`src/rtl/msm7_pkg.sv`:
```
package msm7_pkg;

  localparam int ACC_W = 64;
  localparam int DEF_SAT_MASK_BITS = 64;
  localparam int DEF_SIG_MASK_BITS = 32;
  localparam int DEF_MAX_CELLS = 64;
  localparam int TRANSPORT_BITS = 24;
  localparam int RESERVED_BITS = 7;
  localparam int QUEUE_DEPTH = 4;

  typedef logic [4:0] code_t;

  localparam code_t F_MSG_NUM     = 5'd0;
  localparam code_t F_STATION     = 5'd1;
  localparam code_t F_EPOCH       = 5'd2;
  localparam code_t F_MULTI       = 5'd3;
  localparam code_t F_IODS        = 5'd4;
  localparam code_t F_CLK_STEER   = 5'd5;
  localparam code_t F_EXT_CLK     = 5'd6;
  localparam code_t F_DIV_FREE    = 5'd7;
  localparam code_t F_SMOOTH      = 5'd8;
  localparam code_t F_SAT_MASK    = 5'd9;
  localparam code_t F_SIG_MASK    = 5'd10;
  localparam code_t F_CELL_MASK   = 5'd11;
  localparam code_t F_ROUGH_RANGE = 5'd12;
  localparam code_t F_EXT_INFO    = 5'd13;
  localparam code_t F_ROUGH_MOD   = 5'd14;
  localparam code_t F_ROUGH_RATE  = 5'd15;
  localparam code_t F_FINE_PR     = 5'd16;
  localparam code_t F_FINE_PHASE  = 5'd17;
  localparam code_t F_LOCK_TIME   = 5'd18;
  localparam code_t F_HALF_CYCLE  = 5'd19;
  localparam code_t F_CNR         = 5'd20;
  localparam code_t F_FINE_RATE   = 5'd21;
  localparam code_t F_ERROR       = 5'd22;

  typedef struct packed {
    logic       start;
    logic [7:0] data;
  } byte_item_t;

  typedef struct packed {
    code_t       code;
    logic [6:0]  sat;
    logic [5:0]  sig;
    logic [63:0] value;
    logic        last;
  } record_t;

  function automatic logic [6:0] fixed_width(input code_t code);
    logic [6:0] w;
    case (code)
      F_MSG_NUM:     w = 7'd12;
      F_STATION:     w = 7'd12;
      F_EPOCH:       w = 7'd30;
      F_MULTI:       w = 7'd1;
      F_IODS:        w = 7'd3;
      F_CLK_STEER:   w = 7'd2;
      F_EXT_CLK:     w = 7'd2;
      F_DIV_FREE:    w = 7'd1;
      F_SMOOTH:      w = 7'd3;
      F_ROUGH_RANGE: w = 7'd8;
      F_EXT_INFO:    w = 7'd4;
      F_ROUGH_MOD:   w = 7'd10;
      F_ROUGH_RATE:  w = 7'd14;
      F_FINE_PR:     w = 7'd20;
      F_FINE_PHASE:  w = 7'd24;
      F_LOCK_TIME:   w = 7'd10;
      F_HALF_CYCLE:  w = 7'd1;
      F_CNR:         w = 7'd10;
      F_FINE_RATE:   w = 7'd15;
      default:       w = 7'd0;
    endcase
    return w;
  endfunction

  function automatic logic [6:0] popcount64(input logic [63:0] v);
    logic [6:0] c;
    c = '0;
    for (int i = 0; i < 64; i++) c = c + {6'd0, v[i]};
    return c;
  endfunction

  // position of the highest set bit, 0 when empty
  function automatic logic [5:0] top_bit(input logic [63:0] v);
    logic [5:0] p;
    p = '0;
    for (int i = 0; i < 64; i++) if (v[i]) p = 6'(i);
    return p;
  endfunction

endpackage

```
`src/rtl/msm7_front.sv`:
```
module msm7_front
  import msm7_pkg::*;
(
  input  logic       clk,
  input  logic       rst,
  input  logic       in_valid,
  output logic       in_ready,
  input  byte_item_t in_item,
  output logic       out_valid,
  input  logic       out_ready,
  output byte_item_t out_item
);

  localparam int PTR_W = $clog2(QUEUE_DEPTH);
  localparam int CNT_W = $clog2(QUEUE_DEPTH + 1);

  byte_item_t       slots [QUEUE_DEPTH];
  logic [PTR_W-1:0] wr_ptr;
  logic [PTR_W-1:0] rd_ptr;
  logic [CNT_W-1:0] fill;
  logic             push;
  logic             pop;

  assign in_ready  = (fill != CNT_W'(QUEUE_DEPTH));
  assign out_valid = (fill != '0);
  assign out_item  = slots[rd_ptr];
  assign push      = in_valid && in_ready;
  assign pop       = out_valid && out_ready;

  always_ff @(posedge clk) begin
    if (push) begin
      slots[wr_ptr] <= in_item;
    end
  end

  always_ff @(posedge clk) begin
    if (rst) begin
      wr_ptr <= '0;
      rd_ptr <= '0;
      fill   <= '0;
    end else begin
      if (push) wr_ptr <= wr_ptr + 1'b1;
      if (pop) rd_ptr <= rd_ptr + 1'b1;
      if (push && !pop) begin
        fill <= fill + 1'b1;
      end else if (pop && !push) begin
        fill <= fill - 1'b1;
      end
    end
  end

endmodule

```
`src/rtl/msm7_back.sv`:
```
module msm7_back
  import msm7_pkg::*;
#(
  parameter int SAT_MASK_BITS = DEF_SAT_MASK_BITS,
  parameter int SIG_MASK_BITS = DEF_SIG_MASK_BITS,
  parameter int MAX_CELLS     = DEF_MAX_CELLS
) (
  input  logic       clk,
  input  logic       rst,
  input  logic       in_valid,
  output logic       in_ready,
  input  byte_item_t in_item,
  output logic       out_valid,
  input  logic       out_ready,
  output record_t    out_rec
);

  localparam int CW_W = $clog2(MAX_CELLS + 1);

  typedef enum logic [5:0] {
    M_IDLE  = 6'b000001,
    M_SKIP  = 6'b000010,
    M_FIELD = 6'b000100,
    M_SEEK  = 6'b001000,
    M_ERROR = 6'b010000,
    M_EMPTY = 6'b100000
  } mode_t;

  mode_t                  mode, mode_next;
  code_t                  field, field_next;
  logic [ACC_W-1:0]       acc, acc_next;
  logic [6:0]             held, held_next;
  logic [7:0]             byte_sr, byte_sr_next;
  logic [3:0]             bits_left, bits_left_next;
  logic [SAT_MASK_BITS-1:0] sat_mask, sat_mask_next;
  logic [SIG_MASK_BITS-1:0] sig_mask, sig_mask_next;
  logic [6:0]             nsat, nsat_next;
  logic [6:0]             ncell, ncell_next;
  logic [CW_W-1:0]        cellw, cellw_next;
  logic [MAX_CELLS-1:0]   cell_lj, cell_lj_next;
  logic [MAX_CELLS-1:0]   cell_walk, cell_walk_next;
  logic [SAT_MASK_BITS-1:0] sat_rem, sat_rem_next;
  logic [SIG_MASK_BITS-1:0] sig_rem, sig_rem_next;
  logic [6:0]             tag_sat, tag_sat_next;
  logic [5:0]             tag_sig, tag_sig_next;
  logic [6:0]             count, count_next;
  logic                   out_valid_next;
  record_t                rec_next;

  logic                   out_free;
  logic [ACC_W-1:0]       acc_shift;
  logic [6:0]             held_inc;
  logic [6:0]             width_cur;
  logic                   done;
  logic [6:0]             pc_acc;
  logic [5:0]             p_sat;
  logic [6:0]             sat_num;
  logic [SIG_MASK_BITS-1:0] sig_src;
  logic [5:0]             p_sig;
  logic [5:0]             sig_num;
  logic [12:0]            prod;

  assign out_free  = !out_valid || out_ready;
  assign in_ready  = (bits_left == 4'd0) &&
                     (mode == M_IDLE || mode == M_SKIP || mode == M_FIELD);
  assign acc_shift = {acc[ACC_W-2:0], byte_sr[7]};
  assign held_inc  = held + 7'd1;
  assign pc_acc    = popcount64(acc_shift);
  assign p_sat     = top_bit(ACC_W'(sat_rem));
  assign sat_num   = 7'(SAT_MASK_BITS) - {1'b0, p_sat};
  assign sig_src   = (sig_rem == '0) ? sig_mask : sig_rem;
  assign p_sig     = top_bit(ACC_W'(sig_src));
  assign sig_num   = 6'(SIG_MASK_BITS) - p_sig;
  assign prod      = {6'd0, nsat} * {7'd0, pc_acc[5:0]};

  always_comb begin
    if (mode == M_SKIP) begin
      width_cur = (field == F_MSG_NUM) ? 7'(TRANSPORT_BITS) : 7'(RESERVED_BITS);
    end else begin
      case (field)
        F_SAT_MASK:  width_cur = 7'(SAT_MASK_BITS);
        F_SIG_MASK:  width_cur = 7'(SIG_MASK_BITS);
        F_CELL_MASK: width_cur = 7'(cellw);
        default:     width_cur = fixed_width(field);
      endcase
    end
  end

  assign done = (held_inc == width_cur);

  always_comb begin
    mode_next      = mode;
    field_next     = field;
    acc_next       = acc;
    held_next      = held;
    byte_sr_next   = byte_sr;
    bits_left_next = bits_left;
    sat_mask_next  = sat_mask;
    sig_mask_next  = sig_mask;
    nsat_next      = nsat;
    ncell_next     = ncell;
    cellw_next     = cellw;
    cell_lj_next   = cell_lj;
    cell_walk_next = cell_walk;
    sat_rem_next   = sat_rem;
    sig_rem_next   = sig_rem;
    tag_sat_next   = tag_sat;
    tag_sig_next   = tag_sig;
    count_next     = count;
    out_valid_next = out_valid && !out_ready;
    rec_next       = out_rec;

    if (mode == M_ERROR) begin
      if (out_free) begin
        out_valid_next = 1'b1;
        rec_next       = '{code: F_ERROR, sat: '0, sig: '0, value: '0, last: 1'b1};
        mode_next      = M_IDLE;
      end
    end else if (mode == M_EMPTY) begin
      // no cell mask bits on the wire: report an empty mask at once
      if (out_free) begin
        out_valid_next = 1'b1;
        rec_next = '{code: F_CELL_MASK, sat: '0, sig: '0, value: '0,
                     last: (nsat == 7'd0)};
        ncell_next = '0;
        acc_next   = '0;
        held_next  = '0;
        if (nsat != 7'd0) begin
          mode_next    = M_FIELD;
          field_next   = F_ROUGH_RANGE;
          count_next   = nsat;
          sat_rem_next = sat_mask;
        end else begin
          mode_next = M_IDLE;
        end
      end
    end else if (mode == M_SEEK) begin
      // advance the cell cursor by one position of the satellite x signal grid
      if (sig_rem == '0) begin
        sat_rem_next = sat_rem & ~(SAT_MASK_BITS'(1) << p_sat);
        tag_sat_next = sat_num;
      end
      sig_rem_next   = sig_src & ~(SIG_MASK_BITS'(1) << p_sig);
      tag_sig_next   = sig_num;
      cell_walk_next = cell_walk << 1;
      if (cell_walk[MAX_CELLS-1]) mode_next = M_FIELD;
    end else if (bits_left == 4'd0) begin
      if (in_valid) begin
        byte_sr_next   = in_item.data;
        bits_left_next = 4'd8;
        if (in_item.start) begin
          mode_next  = M_SKIP;
          field_next = F_MSG_NUM;
          acc_next   = '0;
          held_next  = '0;
          count_next = '0;
        end
      end
    end else if (out_free) begin
      byte_sr_next   = byte_sr << 1;
      bits_left_next = bits_left - 4'd1;
      if (mode == M_SKIP) begin
        held_next = held_inc;
        if (done) begin
          held_next = '0;
          acc_next  = '0;
          mode_next = M_FIELD;
        end
      end else if (mode == M_FIELD) begin
        acc_next  = acc_shift;
        held_next = held_inc;
        if (done) begin
          acc_next  = '0;
          held_next = '0;
          if (field inside {[F_MSG_NUM:F_SMOOTH]}) begin
            out_valid_next = 1'b1;
            rec_next = '{code: field, sat: '0, sig: '0, value: acc_shift, last: 1'b0};
            if (field == F_IODS) begin
              mode_next  = M_SKIP;
              field_next = F_CLK_STEER;
            end else begin
              field_next = field + 5'd1;
            end
          end else if (field == F_SAT_MASK) begin
            sat_mask_next  = acc_shift[SAT_MASK_BITS-1:0];
            nsat_next      = pc_acc;
            out_valid_next = 1'b1;
            rec_next = '{code: F_SAT_MASK, sat: '0, sig: '0, value: ACC_W'(pc_acc),
                         last: 1'b0};
            field_next = F_SIG_MASK;
          end else if (field == F_SIG_MASK) begin
            sig_mask_next  = acc_shift[SIG_MASK_BITS-1:0];
            out_valid_next = 1'b1;
            rec_next = '{code: F_SIG_MASK, sat: '0, sig: '0, value: ACC_W'(pc_acc),
                         last: 1'b0};
            if (prod > 13'(MAX_CELLS)) begin
              mode_next = M_ERROR;
            end else begin
              cellw_next = prod[CW_W-1:0];
              field_next = F_CELL_MASK;
              if (prod == 13'd0) mode_next = M_EMPTY;
            end
          end else if (field == F_CELL_MASK) begin
            cell_lj_next = acc_shift[MAX_CELLS-1:0] << (CW_W'(MAX_CELLS) - cellw);
            ncell_next   = pc_acc;
            out_valid_next = 1'b1;
            rec_next = '{code: F_CELL_MASK, sat: '0, sig: '0, value: ACC_W'(pc_acc),
                         last: (nsat == 7'd0) && (pc_acc == 7'd0)};
            if (nsat != 7'd0) begin
              field_next   = F_ROUGH_RANGE;
              count_next   = nsat;
              sat_rem_next = sat_mask;
            end else begin
              mode_next = M_IDLE;
            end
          end else begin
            out_valid_next = 1'b1;
            rec_next.code  = field;
            rec_next.value = acc_shift;
            rec_next.last  = (count == 7'd1) &&
                             ((field == F_FINE_RATE) ||
                              (field == F_ROUGH_RATE && ncell == 7'd0));
            if (field <= F_ROUGH_RATE) begin
              rec_next.sat = sat_num;
              rec_next.sig = '0;
              sat_rem_next = sat_rem & ~(SAT_MASK_BITS'(1) << p_sat);
            end else begin
              rec_next.sat = tag_sat;
              rec_next.sig = tag_sig;
            end
            count_next = count - 7'd1;
            if (count == 7'd1) begin
              if (field < F_ROUGH_RATE) begin
                field_next   = field + 5'd1;
                count_next   = nsat;
                sat_rem_next = sat_mask;
              end else if (field == F_FINE_RATE ||
                           (field == F_ROUGH_RATE && ncell == 7'd0)) begin
                mode_next = M_IDLE;
              end else begin
                // restart the cell cursor for the next group
                mode_next      = M_SEEK;
                field_next     = field + 5'd1;
                count_next     = ncell;
                sat_rem_next   = sat_mask;
                sig_rem_next   = '0;
                cell_walk_next = cell_lj;
              end
            end else if (field > F_ROUGH_RATE) begin
              mode_next = M_SEEK;
            end
          end
        end
      end
    end
  end

  always_ff @(posedge clk) begin
    if (rst) begin
      mode      <= M_IDLE;
      field     <= F_MSG_NUM;
      held      <= '0;
      bits_left <= '0;
      count     <= '0;
      out_valid <= 1'b0;
      acc       <= '0;
      sat_mask  <= '0;
      sig_mask  <= '0;
      nsat      <= '0;
      ncell     <= '0;
      cellw     <= '0;
    end else begin
      mode      <= mode_next;
      field     <= field_next;
      held      <= held_next;
      bits_left <= bits_left_next;
      count     <= count_next;
      out_valid <= out_valid_next;
      acc       <= acc_next;
      sat_mask  <= sat_mask_next;
      sig_mask  <= sig_mask_next;
      nsat      <= nsat_next;
      ncell     <= ncell_next;
      cellw     <= cellw_next;
    end
  end

  always_ff @(posedge clk) begin
    byte_sr   <= byte_sr_next;
    cell_lj   <= cell_lj_next;
    cell_walk <= cell_walk_next;
    sat_rem   <= sat_rem_next;
    sig_rem   <= sig_rem_next;
    tag_sat   <= tag_sat_next;
    tag_sig   <= tag_sig_next;
    out_rec   <= rec_next;
  end

endmodule

```
`src/rtl/gnss_msm7_message_field_decoder.sv`:
```
// channel  direction  word                                                   handshake
// s_*      in         frame byte (tdata), preamble flag (tuser)              tvalid/tready
// m_*      out        field record (tdata), field code (tuser), end (tlast)  tvalid/tready
//
// A byte is taken from the queue only once the previous one is fully shifted; its
// eight bits enter the field collector one per cycle while the output is free.
// Inside the cell groups the cell cursor first steps over the satellite x signal
// grid before each item, one step per cycle (at most MAX_CELLS steps per group).
// A full output register stalls the bit collector; the 4-word byte queue keeps
// the input open meanwhile. Synchronous reset puts the decoder idle.
module gnss_msm7_message_field_decoder
  import msm7_pkg::*;
#(
  parameter int SAT_MASK_BITS = DEF_SAT_MASK_BITS,
  parameter int SIG_MASK_BITS = DEF_SIG_MASK_BITS,
  parameter int MAX_CELLS     = DEF_MAX_CELLS
) (
  input  logic        clk,
  input  logic        rst,
  input  logic        s_tvalid,
  output logic        s_tready,
  input  logic [7:0]  s_tdata,   // frame_byte
  input  logic        s_tuser,   // frame_start
  output logic        m_tvalid,
  input  logic        m_tready,
  output logic [79:0] m_tdata,   // sat_number, sig_number, field_value, zero pad
  output logic [4:0]  m_tuser,   // field_code
  output logic        m_tlast    // last_field
);

  byte_item_t in_item;
  byte_item_t q_item;
  logic       q_valid;
  logic       q_ready;
  record_t    rec;

  assign in_item = '{start: s_tuser, data: s_tdata};

  msm7_front u_front (
    .clk       (clk),
    .rst       (rst),
    .in_valid  (s_tvalid),
    .in_ready  (s_tready),
    .in_item   (in_item),
    .out_valid (q_valid),
    .out_ready (q_ready),
    .out_item  (q_item)
  );

  msm7_back #(
    .SAT_MASK_BITS (SAT_MASK_BITS),
    .SIG_MASK_BITS (SIG_MASK_BITS),
    .MAX_CELLS     (MAX_CELLS)
  ) u_back (
    .clk       (clk),
    .rst       (rst),
    .in_valid  (q_valid),
    .in_ready  (q_ready),
    .in_item   (q_item),
    .out_valid (m_tvalid),
    .out_ready (m_tready),
    .out_rec   (rec)
  );

  assign m_tdata = {3'd0, rec.value, rec.sig, rec.sat};
  assign m_tuser = rec.code;
  assign m_tlast = rec.last;

`ifndef NO_ASSERTIONS
  a_error_is_last: assert property (@(posedge clk) disable iff (rst)
    (m_tvalid && rec.code == F_ERROR) |-> rec.last)
    else $error("error record without end of frame");

  a_cell_tagged: assert property (@(posedge clk) disable iff (rst)
    (m_tvalid && rec.code >= F_FINE_PR && rec.code <= F_FINE_RATE)
      |-> (rec.sat != 7'd0 && rec.sig != 6'd0))
    else $error("cell record without satellite and signal");

  a_header_untagged: assert property (@(posedge clk) disable iff (rst)
    (m_tvalid && rec.code <= F_CELL_MASK) |-> (rec.sat == 7'd0 && rec.sig == 6'd0))
    else $error("header record carries a tag");
`endif

endmodule

```
`config.mk`:
```
export PLATFORM = sky130hd
export DESIGN_NAME = gnss_msm7_message_field_decoder
export DESIGN_NICKNAME = d
export VERILOG_FILES = /design/src/rtl/msm7_pkg.sv /design/src/rtl/msm7_front.sv /design/src/rtl/msm7_back.sv /design/src/rtl/gnss_msm7_message_field_decoder.sv
export SDC_FILE = /design/constraint.sdc
export NUM_CORES = 2
export LEC_CHECK = 0
export BUFFER_PORTS_ARGS = -buffer_cell sky130_fd_sc_hd__buf_2
export CORE_ASPECT_RATIO = 1.2
export CORE_MARGIN = 8
export CORE_UTILIZATION = 64
export CTS_CLUSTER_DIAMETER = 100
export DETAILED_ROUTE_END_ITERATION = 10
export PLACE_DENSITY = 0.88
export SYNTH_ARGS = -nofsm -noshare
export SYNTH_HDL_FRONTEND = slang
export SYNTH_HIERARCHICAL = 1
export SYNTH_SLANG_ARGS = --single-unit
```
`constraint.sdc`:
```
create_clock -name clk -period 15.52 [get_ports clk]
set_input_delay 3.104 -clock clk [delete_from_list [all_inputs] [get_ports clk]]
set_output_delay 3.104 -clock clk [all_outputs]
set_load 0.02 [all_outputs]
```
==> impl_metrics.py <==
metrics = {
    "status": {
        "status": "complete, no violations",
    },
    "worst_setup_path": {
        "critPathMaxStageDelay_ps": 800,
        "reg2reg_slack_ps": 3510,
        "crit_path_max_fanout": 11,
        "crit_arrival_ps": 12550,
        "criticalPathCategory": "reg2reg",
        "rr_startpoint": "u_back/acc[0]$_SDFFE_PP0P_",
        "cpMaxStageDelayCell": "xnor2_1",
        "start_kind": "flip-flop",
        "endpoint_kind": "flip-flop",
        "required_ps": 16070,
        "cpMostUsedCell": "fa_1",
        "rr_worst_depth": 37,
    },
    "yosys": {
        "synthDistinctLibCells": 95,
        "synth.most_common_cell": "nand2_1",
        "synthTopCellsByArea": "edfxtp_1 (31%), dfxtp_1 (13%), nand2_1 (8.3%)",
        "synth_area_leader_cell": "edfxtp_1",
        "yosys_warnings": 6,
        "async_flop_share_pct": 0,
        "synth_ff_type": "edfxtp_1",
        "synth_edf_count": 363,
        "syn_avg_cell_area_sq_um": 9.05,
        "ys_ff_latch": 586,
        "syn_inst": 3862,
        "syn_area_sq_um": 35000,
        "synth.top_cell.area_share_pct": 31.2,
        "synthTopCellsByCount": "nand2_1 (777), edfxtp_1 (363), nor2_1 (324), a21oi_1 (319), clkbuf_1 (253)",
        "seq_area_frac_synth_pct": 44.0,
    },
    "clock_tree": {
        "cts_setup_buffers": 0,
        "htree_levels": 2,
        "holdBufCountCts": 0,
        "clock_sinks": 586,
        "path_clk_slew_ps": 60,
        "cts_made_buffers": 58,
        "cts_resized": 0,
        "cts_tree": "yes",
        "clock_latency_ps": 660,
        "cts_buffer_depth": 3,
        "root_buffer": "clkbuf_16",
    },
    "grt": {
        "busiest_layer": "met2",
        "grt_pass1_wl_um": 173000,
        "groute.layer.met2.usage_pct": 55.6,
        "use_met3_pct": 9.85,
        "grt_usage_pct": 35.0,
        "antenna_found_initial": 6,
        "grt_pass1_vias": 29957,
        "grt_max_degree": 117,
        "grtUsageMet1_pct": 40.9,
        "grt_overflow_total": 0,
    },
    "place": {
        "dp.cells": 4438,
        "portBuffers": 97,
        "dpl-instance-area_sq_um": 35800,
        "gp_congestion": 1.04,
        "hpwl_um": 76700,
        "pre_cts_ws_ps": 3630,
    },
    "cells_and_area": {
        "nNetsFinal": 3938,
        "fin_area_sq_um": 37900,
        "drive_above_1_share_pct": 9.93,
        "n_antenna_cell": 0,
        "syn_to_final_growth_pct": 8.34,
        "fin_cells": 4547,
    },
    "drt": {
        "drtIter0Drc": 4737,
        "routed_wl_um": 113000,
        "ant_nets": 0,
        "drcViolationCount": 0,
        "viasPerCell": 6.88,
        "vias": 31278,
        "dr.pass1.iters": 9,
        "wl_per_cell_um": 24.8,
    },
    "pwr": {
        "p_leak_nw": 14.5,
        "clkPwrFrac_pct": 35.9,
        "ir_worst_vdd_v": 0.000159,
        "power_density_nw_per_um2": 111,
        "p_sw_share_pct": 31.5,
        "intPower_mw": 2.88,
        "pwr-share-comb_pct": 21.9,
        "seqPwrFrac_pct": 42.2,
        "power_switching_mw": 1.33,
    },
    "sta": {
        "rsz0062_at_grt": "no",
        "min_period_ps": 12010,
        "timing.final.ws_setup_ps": 3510,
        "worst_slew_pin_slew_ps": 1230,
        "setup_viol_count_final": 0,
        "finalCritPeriodShare_pct": 77.4,
        "slew_headroom_pct": 17.6,
        "finalMaxSlewViolations": 0,
        "tns_ps": 0,
        "finalHoldViolCount": 0,
        "fmax_mhz": 83.3,
        "clock_skew_ps": 30.5,
    },
    "floorplan": {
        "die_w_um": 229,
        "die_area_sq_um": 62400,
        "start_util_pct": 64.2,
        "die-height_um": 272,
        "ios": 101,
        "coreArea_sq_um": 54500,
        "rows": 94,
    },
    "hold_path": {
        "min_from": "u_back/sig_mask[0]$_SDFFE_PP0P_",
        "holdCritPathClass": "reg2reg",
        "min_to": "u_back/sig_mask[0]$_SDFFE_PP0P_",
        "whs_path_depth": 2,
    },
    "job": {
        "max_cap_viol_count": 0,
    },
}
-- per-layer routing --
| layer | up-vias | part of all wire (%) |
|---|---|---|
| li1 | 13617 | - |
| met4 | 6 | 8.7 |
| met3 | 613 | 12 |
| met5 | - | 0.029 |
| met2 | 2329 | 45 |
| met1 | 14713 | 34 |
-- metrics by stage --
step	total power [mW]	utilization, %	hold WS [ps]
after floorplan	2.47	-	432
after global placement	2.67	65.7	443
after detailed placement	2.69	65.7	459
after CTS	4.19	69.5	467
after global routing	4.36	69.5	494
final	4.20	69.5	470
-- cells in the final DEF, fill, tap and decap left out, types with 8 or more instances in the layout --
cell type / netlist / routed
a31oi_1: 20 / 20
edfxtp_1: 363 / 363
a311oi_1: 14 / 14
o2111ai_1: 9 / 9
buf_2: 11 / 96
or4_1: 10 / 9
nand2_1: 777 / 776
ha_1: 71 / 70
nand3_1: 88 / 87
and2_1: 49 / 49
mux4_2: 67 / 67
xnor2_1: 22 / 18
nor2_1: 324 / 321
clkbuf_16: 0 / 68
or3_1: 13 / 13
a22oi_1: 76 / 76
mux2i_1: 90 / 90
o211ai_1: 45 / 45
xor2_1: 19 / 17
fa_1: 76 / 76
o21bai_1: 8 / 8
dfxtp_1: 223 / 222
nor3_1: 88 / 86
o221ai_1: 13 / 13
a211oi_1: 74 / 72
nor2b_1: 13 / 13
nand2b_1: 24 / 24
a21oi_1: 319 / 318
buf_4: 4 / 49
a32o_1: 14 / 14
o22ai_1: 33 / 33
a32oi_1: 8 / 8
a21o_1: 14 / 14
and3_1: 37 / 37
nor4_1: 38 / 36
a221oi_1: 8 / 8
inv_1: 177 / 178
a31o_2: 10 / 10
o21ai_0: 201 / 201
-- registers in the layout (all words and copies together) (netlist names), 8 cells and up, named ones only --
| register | cells |
|---|---|
| u_back/acc | 63 |
| u_back/byte_sr | 8 |
| u_back/cell_lj | 64 |
| u_back/cell_walk | 64 |
| u_back/out_rec | 83 |
| u_back/sat_mask | 63 |
| u_back/sat_rem | 63 |
| u_back/sig_mask | 32 |
| u_back/sig_rem | 32 |
| u_front/slots | 36 |
-- power groups by stage --
stage / sequential (mW) / clock [mW] / combinational (mW)
after floorplan: 1.78 / 0 / 0.695
after global placement: 1.80 / 0 / 0.861
after detailed placement: 1.81 / 0 / 0.884
after CTS: 1.77 / 1.52 / 0.894
after global routing: 1.78 / 1.58 / 0.996
final: 1.78 / 1.51 / 0.920
-- area by class of cell --
type	count	area [sq um]
repair buffers	146	860
clock buffers	78	1800
inverters	178	671
fillers	4061	16600
multi-input cells	2808	18000
well taps	720	901
clock inverters	31	274
flip-flops and latches	586	15400
-- critical path, delay by kind of cell, from the launching register on --
family,cells,cell delay (ps)
adder cells (fa/ha/maj),15,6660
buffers and inverters,4,280
AND/OR/NAND/NOR,5,1850
flip-flops,1,410
multiplexers,2,230
AO/OA/AOI/OAI,10,1690
XOR/XNOR,1,800
-- cells by family (layout without fill, tap and decap cells) --
group	after synthesis	count (layout)	synth area share [%]
adders and majority gates	147	147	6.89
buffers and inverters	470	433	5.15
DFF	586	586	44.0
muxes	159	159	6.97
other	1	3	0.0107
xor gates and xnor gates	42	42	1.10
and+or+nand+nor	1512	1512	18.9
AOI/OAI and AO/OA	945	945	17.0
-- worst max-delay path by stage --
stage,from,endpoint,slack [ps]
floorplan,m_tready,u_back/cell_walk[0]$_SDFFCE_PP0P_,4200
global placement,u_back/acc[0]$_SDFFE_PP0P_,flip-flop,3910
detailed placement,u_back/acc[0]$_SDFFE_PP0P_,flip-flop,3630
CTS,u_back/acc[0]$_SDFFE_PP0P_,flip-flop,3560
global route,u_back/acc[27]$_SDFFE_PP0P_,flip-flop,2800
finish,u_back/acc[0]$_SDFFE_PP0P_,flip-flop,3510
Note: power is estimated with default switching activity, not from simulation.
